### config.mk
export PLATFORM = sky130hd
export DESIGN_NAME = detection_gimbal_tracker
export DESIGN_NICKNAME = d
export VERILOG_FILES = /design/src/rtl/dgt_pkg.sv /design/src/rtl/detection_gimbal_tracker.sv
export SDC_FILE = /design/constraint.sdc
export NUM_CORES = 2
export LEC_CHECK = 0
export ABC_AREA = 1
export BUFFER_PORTS_ARGS = -buffer_cell sky130_fd_sc_hd__buf_2
export CAP_MARGIN = 20
export CORE_UTILIZATION = 55
export DETAILED_ROUTE_END_ITERATION = 7
export PLACE_DENSITY = 0.72
export SLEW_MARGIN = 20
export SYNTH_ARGS = -nofsm -noshare
export SYNTH_HDL_FRONTEND = slang
export SYNTH_SLANG_ARGS = --single-unit
### constraint.sdc
create_clock -name clk -period 9.35 [get_ports clk]
set_input_delay 0.4675 -clock clk [delete_from_list [all_inputs] [get_ports clk]]
set_output_delay 0.4675 -clock clk [all_outputs]
set_load 0.01 [all_outputs]
### src/rtl/dgt_pkg.sv
package dgt_pkg;

    // Field widths of the stream words
    localparam int CLASS_W  = 16;
    localparam int SCORE_W  = 16;
    localparam int EDGE_W   = 18;
    localparam int ANGLE_W  = 16;
    localparam int GAIN_W   = 16;
    localparam int STEP_W   = 15;
    localparam int DB_W     = 17;
    localparam int TCLASS_W = 17;
    localparam int CFG_W    = 17;
    localparam int PROD_W   = GAIN_W + EDGE_W;

    // Q16 unity and the smallest allowed step (0.1 degree in 1/256 degree)
    localparam logic [EDGE_W-1:0] Q_ONE    = 18'd65536;
    localparam logic [STEP_W-1:0] MIN_STEP = 15'd26;

    // Configuration register indexes
    typedef enum logic [2:0] {
        REG_SCORE_THRESHOLD = 3'd0,
        REG_TARGET_CLASS    = 3'd1,
        REG_DEADBAND        = 3'd2,
        REG_PAN_GAIN        = 3'd3,
        REG_TILT_GAIN       = 3'd4,
        REG_STEP_LIMIT      = 3'd5,
        REG_PAN_MAX         = 3'd6,
        REG_TILT_MAX        = 3'd7
    } cfg_reg_t;

    // Reset values of the configuration registers
    localparam logic [SCORE_W-1:0]  RST_SCORE_THRESHOLD = 16'd29491;
    localparam logic [TCLASS_W-1:0] RST_TARGET_CLASS    = 17'h1FFFF;
    localparam logic [DB_W-1:0]     RST_DEADBAND        = 17'd3277;
    localparam logic [GAIN_W-1:0]   RST_PAN_GAIN        = 16'd7168;
    localparam logic [GAIN_W-1:0]   RST_TILT_GAIN       = 16'd5120;
    localparam logic [STEP_W-1:0]   RST_STEP_LIMIT      = 15'd1536;
    localparam logic [ANGLE_W-1:0]  RST_PAN_MAX         = 16'd46080;
    localparam logic [ANGLE_W-1:0]  RST_TILT_MAX        = 16'd28160;

endpackage

### src/rtl/detection_gimbal_tracker.sv
// Proportional pan/tilt tracker. Detections of one frame stream in one word
// per cycle on s_axis, the frame's final detection marked by tlast. The block
// keeps the first highest-scoring detection of the target class whose score
// reaches the threshold; on the last word it forms the box-center errors,
// skips the frame when none qualified or both lie inside the deadband, and
// otherwise steps the pan and tilt positions by gain * error (floored Q16,
// clamped to the step limit, never below 26) with saturation to the limits,
// emitting both positions as one word on m_axis. A new word is accepted
// every cycle unless the pipeline holds; the last word passes the input
// register, the clamp/select stage, the 16x18 gain multiply stage and the
// step/saturate stage into the output register. The whole pipeline holds
// only while a result is about to enter an output register still waiting to
// be taken. Configuration must be written while no frame is in flight.
module detection_gimbal_tracker
    import dgt_pkg::*;
#(
    parameter int PAN_MIN       = 0,
    parameter int TILT_FLOOR    = 0,
    parameter int NEUTRAL_ANGLE = 23040
)
(
    input  logic         clk,
    input  logic         rst_n,

    // configuration write port
    input  logic         cfg_wr_en,
    input  logic [2:0]   cfg_addr,
    input  logic [16:0]  cfg_wdata,

    // detections: class, score, x_min, y_min, x_max, y_max (lowest first)
    input  logic         s_axis_tvalid,
    output logic         s_axis_tready,
    input  logic [103:0] s_axis_tdata,
    input  logic         s_axis_tlast,

    // positions: pan_position, tilt_position (lowest first)
    output logic         m_axis_tvalid,
    input  logic         m_axis_tready,
    output logic [31:0]  m_axis_tdata
);

    localparam logic [ANGLE_W-1:0] PAN_MIN_W    = ANGLE_W'(PAN_MIN);
    localparam logic [ANGLE_W-1:0] TILT_FLOOR_W = ANGLE_W'(TILT_FLOOR);
    localparam logic [ANGLE_W-1:0] NEUTRAL_W    = ANGLE_W'(NEUTRAL_ANGLE);

    // ------------------------------------------------------------------
    // Configuration registers
    // ------------------------------------------------------------------
    logic [SCORE_W-1:0]  score_threshold_reg;
    logic [TCLASS_W-1:0] target_class_reg;
    logic [DB_W-1:0]     deadband_reg;
    logic [GAIN_W-1:0]   pan_gain_reg;
    logic [GAIN_W-1:0]   tilt_gain_reg;
    logic [STEP_W-1:0]   step_limit_reg;
    logic [ANGLE_W-1:0]  pan_max_reg;
    logic [ANGLE_W-1:0]  tilt_max_reg;

    always_ff @(posedge clk or negedge rst_n)
    begin
        if (!rst_n)
        begin
            score_threshold_reg <= RST_SCORE_THRESHOLD;
            target_class_reg    <= RST_TARGET_CLASS;
            deadband_reg        <= RST_DEADBAND;
            pan_gain_reg        <= RST_PAN_GAIN;
            tilt_gain_reg       <= RST_TILT_GAIN;
            step_limit_reg      <= RST_STEP_LIMIT;
            pan_max_reg         <= RST_PAN_MAX;
            tilt_max_reg        <= RST_TILT_MAX;
        end
        else if (cfg_wr_en)
        begin
            unique case (cfg_reg_t'(cfg_addr))
                REG_SCORE_THRESHOLD: score_threshold_reg <= cfg_wdata[SCORE_W-1:0];
                REG_TARGET_CLASS:    target_class_reg    <= cfg_wdata[TCLASS_W-1:0];
                REG_DEADBAND:        deadband_reg        <= cfg_wdata[DB_W-1:0];
                REG_PAN_GAIN:        pan_gain_reg        <= cfg_wdata[GAIN_W-1:0];
                REG_TILT_GAIN:       tilt_gain_reg       <= cfg_wdata[GAIN_W-1:0];
                REG_STEP_LIMIT:      step_limit_reg      <= cfg_wdata[STEP_W-1:0];
                REG_PAN_MAX:         pan_max_reg         <= cfg_wdata[ANGLE_W-1:0];
                REG_TILT_MAX:        tilt_max_reg        <= cfg_wdata[ANGLE_W-1:0];
                default:             ;
            endcase
        end
    end

    // ------------------------------------------------------------------
    // Pipeline control: hold everything only when a result would land in
    // an output register that is still occupied.
    // ------------------------------------------------------------------
    logic c_valid_reg;
    logic out_valid_reg;
    logic stall;
    logic accept;

    assign stall         = c_valid_reg && out_valid_reg && !m_axis_tready;
    assign s_axis_tready = !stall;
    assign accept        = s_axis_tvalid && s_axis_tready;

    // ------------------------------------------------------------------
    // Stage A: input register
    // ------------------------------------------------------------------
    logic                a_valid_reg;
    logic                a_last_reg;
    logic [CLASS_W-1:0]  a_class_reg;
    logic [SCORE_W-1:0]  a_score_reg;
    logic [EDGE_W-1:0]   a_x1_reg;
    logic [EDGE_W-1:0]   a_y1_reg;
    logic [EDGE_W-1:0]   a_x2_reg;
    logic [EDGE_W-1:0]   a_y2_reg;

    always_ff @(posedge clk or negedge rst_n)
    begin
        if (!rst_n)
        begin
            a_valid_reg <= 1'b0;
        end
        else if (!stall)
        begin
            a_valid_reg <= accept;
        end
    end

    always_ff @(posedge clk)
    begin
        if (accept)
        begin
            a_class_reg <= s_axis_tdata[15:0];
            a_score_reg <= s_axis_tdata[31:16];
            a_x1_reg    <= s_axis_tdata[49:32];
            a_y1_reg    <= s_axis_tdata[67:50];
            a_x2_reg    <= s_axis_tdata[85:68];
            a_y2_reg    <= s_axis_tdata[103:86];
            a_last_reg  <= s_axis_tlast;
        end
    end

    // ------------------------------------------------------------------
    // Stage B: clamp edges, select the best detection, form errors on last
    // ------------------------------------------------------------------
    function automatic logic [EDGE_W-2:0] clamp_edge(input logic [EDGE_W-1:0] v);
        if (v[EDGE_W-1])
            clamp_edge = '0;
        else if (v > Q_ONE)
            clamp_edge = Q_ONE[EDGE_W-2:0];
        else
            clamp_edge = v[EDGE_W-2:0];
    endfunction

    logic                best_found_reg;
    logic [SCORE_W-1:0]  best_score_reg;
    logic [EDGE_W-1:0]   best_x_sum_reg;
    logic [EDGE_W-1:0]   best_y_sum_reg;

    logic [EDGE_W-1:0]   x_sum;
    logic [EDGE_W-1:0]   y_sum;
    logic                class_ok;
    logic                match;
    logic                take;
    logic                found_next;
    logic [EDGE_W-1:0]   x_sel;
    logic [EDGE_W-1:0]   y_sel;

    always_comb
    begin
        x_sum    = {1'b0, clamp_edge(a_x1_reg)} + {1'b0, clamp_edge(a_x2_reg)};
        y_sum    = {1'b0, clamp_edge(a_y1_reg)} + {1'b0, clamp_edge(a_y2_reg)};
        // a negative target class accepts any class
        class_ok = target_class_reg[TCLASS_W-1] ||
                   (target_class_reg[CLASS_W-1:0] == a_class_reg);
        match    = (a_score_reg >= score_threshold_reg) && class_ok;
        // replace only on a strictly greater score: ties keep the earlier box
        take     = a_valid_reg && match &&
                   (!best_found_reg || (a_score_reg > best_score_reg));
        found_next = best_found_reg || take;
        x_sel    = take ? x_sum : best_x_sum_reg;
        y_sel    = take ? y_sum : best_y_sum_reg;
    end

    always_ff @(posedge clk or negedge rst_n)
    begin
        if (!rst_n)
        begin
            best_found_reg <= 1'b0;
            best_score_reg <= '0;
            best_x_sum_reg <= '0;
            best_y_sum_reg <= '0;
        end
        else if (!stall && a_valid_reg)
        begin
            if (a_last_reg)
            begin
                // frame done: drop the selection
                best_found_reg <= 1'b0;
                best_score_reg <= '0;
                best_x_sum_reg <= '0;
                best_y_sum_reg <= '0;
            end
            else if (take)
            begin
                best_found_reg <= 1'b1;
                best_score_reg <= a_score_reg;
                best_x_sum_reg <= x_sum;
                best_y_sum_reg <= y_sum;
            end
        end
    end

    logic                       b_valid_reg;
    logic signed [EDGE_W-1:0]   b_ex_reg;
    logic signed [EDGE_W-1:0]   b_ey_reg;

    always_ff @(posedge clk or negedge rst_n)
    begin
        if (!rst_n)
        begin
            b_valid_reg <= 1'b0;
        end
        else if (!stall)
        begin
            b_valid_reg <= a_valid_reg && a_last_reg && found_next;
        end
    end

    always_ff @(posedge clk)
    begin
        if (!stall)
        begin
            // center error in Q16: sum of both edges minus one
            b_ex_reg <= $signed(x_sel - Q_ONE);
            b_ey_reg <= $signed(y_sel - Q_ONE);
        end
    end

    // ------------------------------------------------------------------
    // Stage C: deadband test and gain multiply
    // ------------------------------------------------------------------
    logic [DB_W-1:0]            abs_ex;
    logic [DB_W-1:0]            abs_ey;
    logic                       in_band;
    logic signed [PROD_W-1:0]   pan_prod;
    logic signed [PROD_W-1:0]   tilt_prod;

    always_comb
    begin
        abs_ex    = b_ex_reg[EDGE_W-1] ? DB_W'(-b_ex_reg) : b_ex_reg[DB_W-1:0];
        abs_ey    = b_ey_reg[EDGE_W-1] ? DB_W'(-b_ey_reg) : b_ey_reg[DB_W-1:0];
        in_band   = (abs_ex < deadband_reg) && (abs_ey < deadband_reg);
        pan_prod  = $signed(pan_gain_reg) * b_ex_reg;
        tilt_prod = $signed(tilt_gain_reg) * b_ey_reg;
    end

    logic signed [PROD_W-1:0]   c_pan_prod_reg;
    logic signed [PROD_W-1:0]   c_tilt_prod_reg;

    always_ff @(posedge clk or negedge rst_n)
    begin
        if (!rst_n)
        begin
            c_valid_reg <= 1'b0;
        end
        else if (!stall)
        begin
            c_valid_reg <= b_valid_reg && !in_band;
        end
    end

    always_ff @(posedge clk)
    begin
        if (!stall)
        begin
            c_pan_prod_reg  <= pan_prod;
            c_tilt_prod_reg <= tilt_prod;
        end
    end

    // ------------------------------------------------------------------
    // Stage D: floor off the Q16 fraction, clamp the step, move and saturate
    // ------------------------------------------------------------------
    function automatic logic signed [ANGLE_W-1:0] make_step(
        input logic signed [PROD_W-1:0] prod,
        input logic [STEP_W-1:0]        lim
    );
        logic signed [EDGE_W-1:0] s;
        logic signed [EDGE_W-1:0] lim_s;
        // arithmetic drop of the Q16 fraction floors toward minus infinity
        s     = prod[PROD_W-1:16];
        lim_s = $signed({{(EDGE_W-STEP_W){1'b0}}, lim});
        if (s > lim_s)
            s = lim_s;
        else if (s < -lim_s)
            s = -lim_s;
        make_step = s[ANGLE_W-1:0];
    endfunction

    function automatic logic [ANGLE_W-1:0] move_pos(
        input logic [ANGLE_W-1:0]        pos,
        input logic signed [ANGLE_W-1:0] step,
        input logic [ANGLE_W-1:0]        lo,
        input logic [ANGLE_W-1:0]        hi
    );
        logic signed [ANGLE_W+1:0] v;
        v = $signed({2'b00, pos}) + $signed({{2{step[ANGLE_W-1]}}, step});
        // upper limit first, so a crossed pair of limits lands on the lower one
        if (v > $signed({2'b00, hi}))
            v = $signed({2'b00, hi});
        if (v < $signed({2'b00, lo}))
            v = $signed({2'b00, lo});
        move_pos = v[ANGLE_W-1:0];
    endfunction

    logic [STEP_W-1:0]   lim;
    logic [ANGLE_W-1:0]  pan_position_next;
    logic [ANGLE_W-1:0]  tilt_position_next;
    logic [ANGLE_W-1:0]  pan_position_reg;
    logic [ANGLE_W-1:0]  tilt_position_reg;

    always_comb
    begin
        lim = (step_limit_reg < MIN_STEP) ? MIN_STEP : step_limit_reg;
        pan_position_next  = move_pos(pan_position_reg,
                                      make_step(c_pan_prod_reg, lim),
                                      PAN_MIN_W, pan_max_reg);
        tilt_position_next = move_pos(tilt_position_reg,
                                      make_step(c_tilt_prod_reg, lim),
                                      TILT_FLOOR_W, tilt_max_reg);
    end

    always_ff @(posedge clk or negedge rst_n)
    begin
        if (!rst_n)
        begin
            pan_position_reg  <= NEUTRAL_W;
            tilt_position_reg <= NEUTRAL_W;
        end
        else if (!stall && c_valid_reg)
        begin
            pan_position_reg  <= pan_position_next;
            tilt_position_reg <= tilt_position_next;
        end
    end

    // ------------------------------------------------------------------
    // Output register
    // ------------------------------------------------------------------
    logic [31:0] out_data_reg;

    always_ff @(posedge clk or negedge rst_n)
    begin
        if (!rst_n)
        begin
            out_valid_reg <= 1'b0;
        end
        else if (!stall && c_valid_reg)
        begin
            out_valid_reg <= 1'b1;
        end
        else if (m_axis_tready)
        begin
            out_valid_reg <= 1'b0;
        end
    end

    always_ff @(posedge clk)
    begin
        if (!stall && c_valid_reg)
        begin
            out_data_reg <= {tilt_position_next, pan_position_next};
        end
    end

    assign m_axis_tvalid = out_valid_reg;
    assign m_axis_tdata  = out_data_reg;

endmodule
Yosys cells after proc, flatten, opt, wreduce, memory -nomap -nowiden
Index checks and enable logic that the tools add are counted.
{"block": "totals", "in_bits": 130, "regBits": 459}
{"block": "op_classes", "n_mux": 29, "multipliers": 2, "n_eq_ne": 8, "n_addsub": 9, "n_reduce_logical": 31, "order_cmp": 17}
{"operator": "17-bit 2-to-1 mux", "count": 10}
{"operator": "16-bit 2-to-1 mux", "count": 8}
{"operator": "18-bit 2-to-1 mux", "count": 6}
{"operator": "18-bit by 17-bit > comparator with 1-bit output (second input constant)", "count": 4}
{"operator": "16-bit by 18-bit multiplier with 34-bit output", "count": 2}
{"operator": "17-bit by 16-bit adder with 18-bit output", "count": 2}
{"operator": "17-bit by 17-bit adder with 18-bit output", "count": 2}
{"operator": "18-bit by 16-bit > comparator with 1-bit output", "count": 2}
{"operator": "18-bit by 17-bit > comparator with 1-bit output", "count": 2}
{"operator": "18-bit by 1-bit less-than comparator with 1-bit output (second input constant)", "count": 2}
{"operator": "18-bit less-than comparator", "count": 2}
{"operator": "18-bit by 17-bit subtractor with 18-bit output (second input constant)", "count": 2}
{"operator": "17-bit less-than comparator", "count": 2}
{"operator": "17-bit negation", "count": 2}
{"operator": "15-bit negation with 18-bit output", "count": 1}
{"operator": "2-bit AND reduction", "count": 9}
{"operator": "16-bit equality test", "count": 1}
{"operator": "16-bit greater-or-equal comparator", "count": 1}
{"operator": "16-bit > comparator", "count": 1}
{"operator": "15-bit by 5-bit less-than comparator with 1-bit output (second input constant)", "count": 1}
{"operator": "15-bit 2-to-1 mux", "count": 1}
{"operator": "3-bit equality test (second input constant)", "count": 4}
{"operator": "1-bit logical AND", "count": 12}
{"operator": "3-bit by 2-bit equality test with 1-bit output (second input constant)", "count": 2}
{"operator": "6 further kinds", "count": 15}

Depth between registers and ports, before layout
{"block": "depth", "depth_word": 11, "depth_mapped": 58}

Least setup slack after synthesis
Ideal clock, no wire load.
{"block": "synth_timing", "kind": "register to register", "startpoint": "register step_limit_reg[9]", "endpoint": "register out_data_reg[0], in the netlist m_axis_tdata[0] (data pin)", "path_stages_with_launch": 48, "period_less_slack_ps": 7260, "setup_ps": 249, "required_time_ps": 9101, "slack_ps": 2090, "n_path_buf": 2, "arrival_time_ps": 7011, "cell_sequence": "dfstp_2 > buf_4 > nor2_4 > nand2_2 > nor2_2 > nand2_4 > inv_1 > nor2_1 > ha_1 > inv_1 > nor2_1 > nand4_2 > nor2_2 > xor2_1 > ha_1 > nand4_1 > o211ai_1 > o21ai_0 > [12 not listed] > nand2_1 > nand3_1 > a21oi_1 > o21ai_0 > a21oi_1 > o21bai_1 > nand2_1 > nand2_1 > xor2_1 > ha_1 > nand2_1 > or3_1 > o31ai_2 > nand3_4 > nand2_1 > nand2_1 > nand2_1 > inv_1"}
{"block": "synth_via", "elab_chain_cells": 11}
{"item": "start, declared", "line": "detection_gimbal_tracker.sv:54", "text": "logic [STEP_W-1:0] step_limit_reg;"}
{"item": "start signal, assigned", "line": "detection_gimbal_tracker.sv:79", "text": "REG_STEP_LIMIT: step_limit_reg <= cfg_wdata[STEP_W-1:0];"}
{"item": "15-bit by 5-bit less-than comparator with 1-bit output", "line": "detection_gimbal_tracker.sv:320", "text": "lim = (step_limit_reg < MIN_STEP) ? MIN_STEP : step_limit_reg;"}
{"item": "15-bit 2-to-1 mux (*)", "line": "detection_gimbal_tracker.sv:320"}
{"item": "15-bit negation with 18-bit output", "line": "detection_gimbal_tracker.sv:292", "text": "s = -lim_s;"}
{"item": "18-bit less-than comparator", "line": "detection_gimbal_tracker.sv:291", "text": "else if (s < -lim_s)"}
{"item": "16-bit 2-to-1 mux", "line": "detection_gimbal_tracker.sv:291"}
{"item": "16-bit 2-to-1 mux (*)", "line": "detection_gimbal_tracker.sv:289", "text": "if (s > lim_s)"}
{"item": "17-bit by 16-bit adder with 18-bit output (*)", "line": "detection_gimbal_tracker.sv:303", "text": "v = $signed({2'b00, pos}) + $signed({{2{step[ANGLE_W-1]}}, step});"}
{"item": "18-bit by 17-bit > comparator with 1-bit output", "line": "detection_gimbal_tracker.sv:305", "text": "if (v > $signed({2'b00, hi}))"}
{"item": "18-bit 2-to-1 mux (*)", "line": "detection_gimbal_tracker.sv:305"}
{"item": "18-bit by 1-bit less-than comparator with 1-bit output", "line": "detection_gimbal_tracker.sv:307", "text": "if (v < $signed({2'b00, lo}))"}
{"item": "16-bit 2-to-1 mux (*)", "line": "detection_gimbal_tracker.sv:307"}
{"item": "via pan_position_next[0]", "line": "detection_gimbal_tracker.sv:313", "text": "logic [ANGLE_W-1:0] pan_position_next;"}
{"item": "end signal, assigned", "line": "detection_gimbal_tracker.sv:368", "text": "out_data_reg <= {tilt_position_next, pan_position_next};"}
{"item": "end, declared", "line": "detection_gimbal_tracker.sv:346", "text": "logic [31:0] out_data_reg;"}
Mark *: on every way through the listed nets, which the timed path passes. The rest lies on a longest branch.
A chain may end at the register's enable or synchronous reset.

Worst setup path after layout
{"block": "layout_timing", "startpoint": "register step_limit_reg[10]", "endpoint": "register out_data_reg[5], in the netlist m_axis_tdata[5] (data pin)"}
The elaborated chain is that of the path after synthesis.

==> impl_metrics.toml <==
[clock_tree]
clk_latency_ns = 0.62
clock_path_buffers = 3
cts_setup_buffers = 0
cts_buffers = 47
cts_tree = "built"
cts.reportedPaths.clkPinSlew_ns = 0.06
cts-root-buf = "clkbuf_16"
clock-sinks = 427
htreeDepth = 2

[route]
drcViolationCount = 0
dr.pass1.iters = 6
wl_per_cell_um = 17.56
drt_iter0_markers = 2901
drtAntennaViolNets = 0
vias = 35090
vias_per_cell = 5.342
totalWireLength_mm = 115.3

[place]
dp_hpwl_mm = 88.83
place_ws_ns = 1.017
port_buffers = 163
routabilityCongestion = 0.9367

[grt]
first_global_vias = 35690
grt_start_max_net_pins = 79
antenna_found_initial = 1
grt-ovfl-total = 0
grtUsageTotal = 0.2805
grt_pass1_wl_mm = 188.5

[setup_path]
max_stage_delay_ns = 0.59
end_kind = "flop"
worst_path_max_delay_cell = "dfstp_2"
critPathRequiredTime_ns = 9.72
rrSetupSlack_ns = 0.88
crit_fanout = 17
crit_type = "reg2reg"
r2r-start = "step_limit_reg[10]"
crit_top_cell = "nand2_1"
reg2reg_depth = 50
crit_path_start_kind = "flop"
cp.arrival_ns = 8.84
timing.rr.end = "m_axis_tdata[5]"

[job]
maxCapViolCount = 0

[synth]
yosysSeqAreaShare = 0.2560
syn_inst = 5392
ys_ff_latch = 427
synth_top_area_frac = 0.2527
yosys.cell_types.count = 61
synth_edf_count = 209
syn_area_mm2 = 0.04611
synthTopCellsByArea = "fa_1, edfxtp_1, ha_1"
synthArstFlopShare = 0.5105
syn_area_per_cell_um2 = 8.551
synth_top_area_cell = "fa_1"
yosysWarnings = 0
synthFlopType = "edfxtp_1"

[hold_path]
min_path_type = "in2reg"
min_from = "s_axis_tdata[13]"
min_delay_path_depth = 1
holdPathEnd = "a_class_reg[13]"

[sta]
final_max_slew_viol_count = 0
worstMarginPinSlew_ns = 1.130
fmax_ghz = 0.1181
finClkSkew_ns = 0.05021
hold_viol = 0
max_slew_margin = 0.2469
setup_ws_ns = 0.8827
min_period_over_period = 0.9056
min_period_ns = 8.467
rsz0062_at_grt = "no"
finalSetupTns_ns = 0
setup_viol = 0

[die]
die_h_um = 291.5
die_area_mm2 = 0.08500
die_x_um = 291.5
start_util = 0.5589
ios = 164
coreArea_mm2 = 0.08250
placementRows = 105

[cells_and_area]
area_growth_pct = 7.582
nets = 6565
drive_gt1_frac = 0.07659
fillers = 7215
largest_register_ffs = 32
fin_util = 0.6012

[run_status]
status = "complete, no violations"
metal layers:
metal / track usage / part of all wire / vias up
met5: 0 / 0 / -
met4: 0.08652 / 0.031 / 0
met3: 0.03851 / 0.073 / 215
met2: 0.4614 / 0.47 / 1290
met1: 0.3865 / 0.43 / 16930
li1: - / - / 16650
cell usage in the layout, fill, tap and decap left out, types with 7 or more instances in the layout:
cell,count
a211oi_1,8
a21oi_1,209
a31oi_1,9
and2_1,7
buf_2,162
buf_4,49
clkbuf_16,50
clkinv_2,7
dfrtp_1,161
dfstp_2,57
dlygate4sd3_1,7
edfxtp_1,209
fa_1,582
ha_1,395
inv_1,1281
nand2_1,1210
nand2_2,12
nand2_4,9
nand3_1,117
nand3_2,9
nand4_1,65
nor2_1,177
nor2_2,11
nor3_1,33
nor4_1,12
o2111ai_1,9
o211ai_1,27
o21ai_0,280
o21bai_1,12
o221ai_1,7
o22ai_1,33
or2_2,9
xnor2_1,50
xor2_1,118
cell type report:
type / count / area [µm²] / area share
repair buffers: 221 / 1306 / 0.02633
well taps: 1070 / 1339 / 0.02699
flip-flops and latches: 427 / 11800 / 0.2379
multi-input cells: 3472 / 28690 / 0.5783
clock buffers: 62 / 1356 / 0.02734
inverters: 1289 / 4842 / 0.09761
diodes: 1 / 2.502 / 0.00005045
clock inverters: 26 / 271.5 / 0.005473
repair_timing:
action | in CTS | in global routing
endpoints found under the hold margin | 56 | 0
hold buffers | 7 | 0
gates resized for setup | 0 | 0
per-stage QoR:
step | cell area, µm² | hold slack, ns | std cells
2_1_floorplan | 46130 | 0.1719 | 5397
3_3_place_gp | 47850 | 0.4614 | 6470
3_5_place_dp | 47850 | 0.4612 | 6470
4_1_cts | 49550 | 0.0005661 | 6565
5_1_grt | 49600 | 0.003485 | 6567
6_report | 49610 | 0.03318 | 6568
worst max-delay path, delay by kind of cell, from the launching register on:
kind | cells | cell delay, ns
simple gates | 28 | 3.25
compound gates | 10 | 1.73
fa+ha+maj | 4 | 1.29
buf+inv | 7 | 0.93
flops | 1 | 0.59
xor+xnor | 1 | 0.40
worst max path at each step:
stage	depth (start not counted)	start	end
global placement	50	step_limit_reg[9]	m_axis_tdata[4]
CTS	50	step_limit_reg[10]	m_axis_tdata[3]
detailed placement	50	step_limit_reg[10]	m_axis_tdata[2]
global route	50	step_limit_reg[10]	m_axis_tdata[2]
floorplan	47	step_limit_reg[9]	m_axis_tdata[0]
finish	50	step_limit_reg[10]	m_axis_tdata[5]
cells in the mapped netlist, types with 50 or more instances:
| master | count |
|---|---|
| ha_1 | 395 |
| nor2_1 | 180 |
| nand3_1 | 117 |
| nand2_1 | 1211 |
| dfstp_2 | 57 |
| fa_1 | 582 |
| edfxtp_1 | 209 |
| clkbuf_1 | 176 |
| dfrtp_1 | 161 |
| a21oi_1 | 209 |
| inv_1 | 1284 |
| xnor2_1 | 50 |
| xor2_1 | 118 |
| o21ai_0 | 280 |
| nand4_1 | 65 |
cell families (layout without fill, tap and decap cells):
kind of cell	Yosys count	count (layout)	synth area share
flops	427	427	0.2560
simple gates	1688	1688	0.1529
fa+ha+maj	977	977	0.3599
compound gates	633	633	0.07636
buf+inv	1498	1598	0.1229
other cells	1	7	0.00008133
xor+xnor	168	168	0.03191
Power is left out: the tool's default activity adds up to more than one toggle a clock period on the data nets, which glitch-free logic cannot reach.
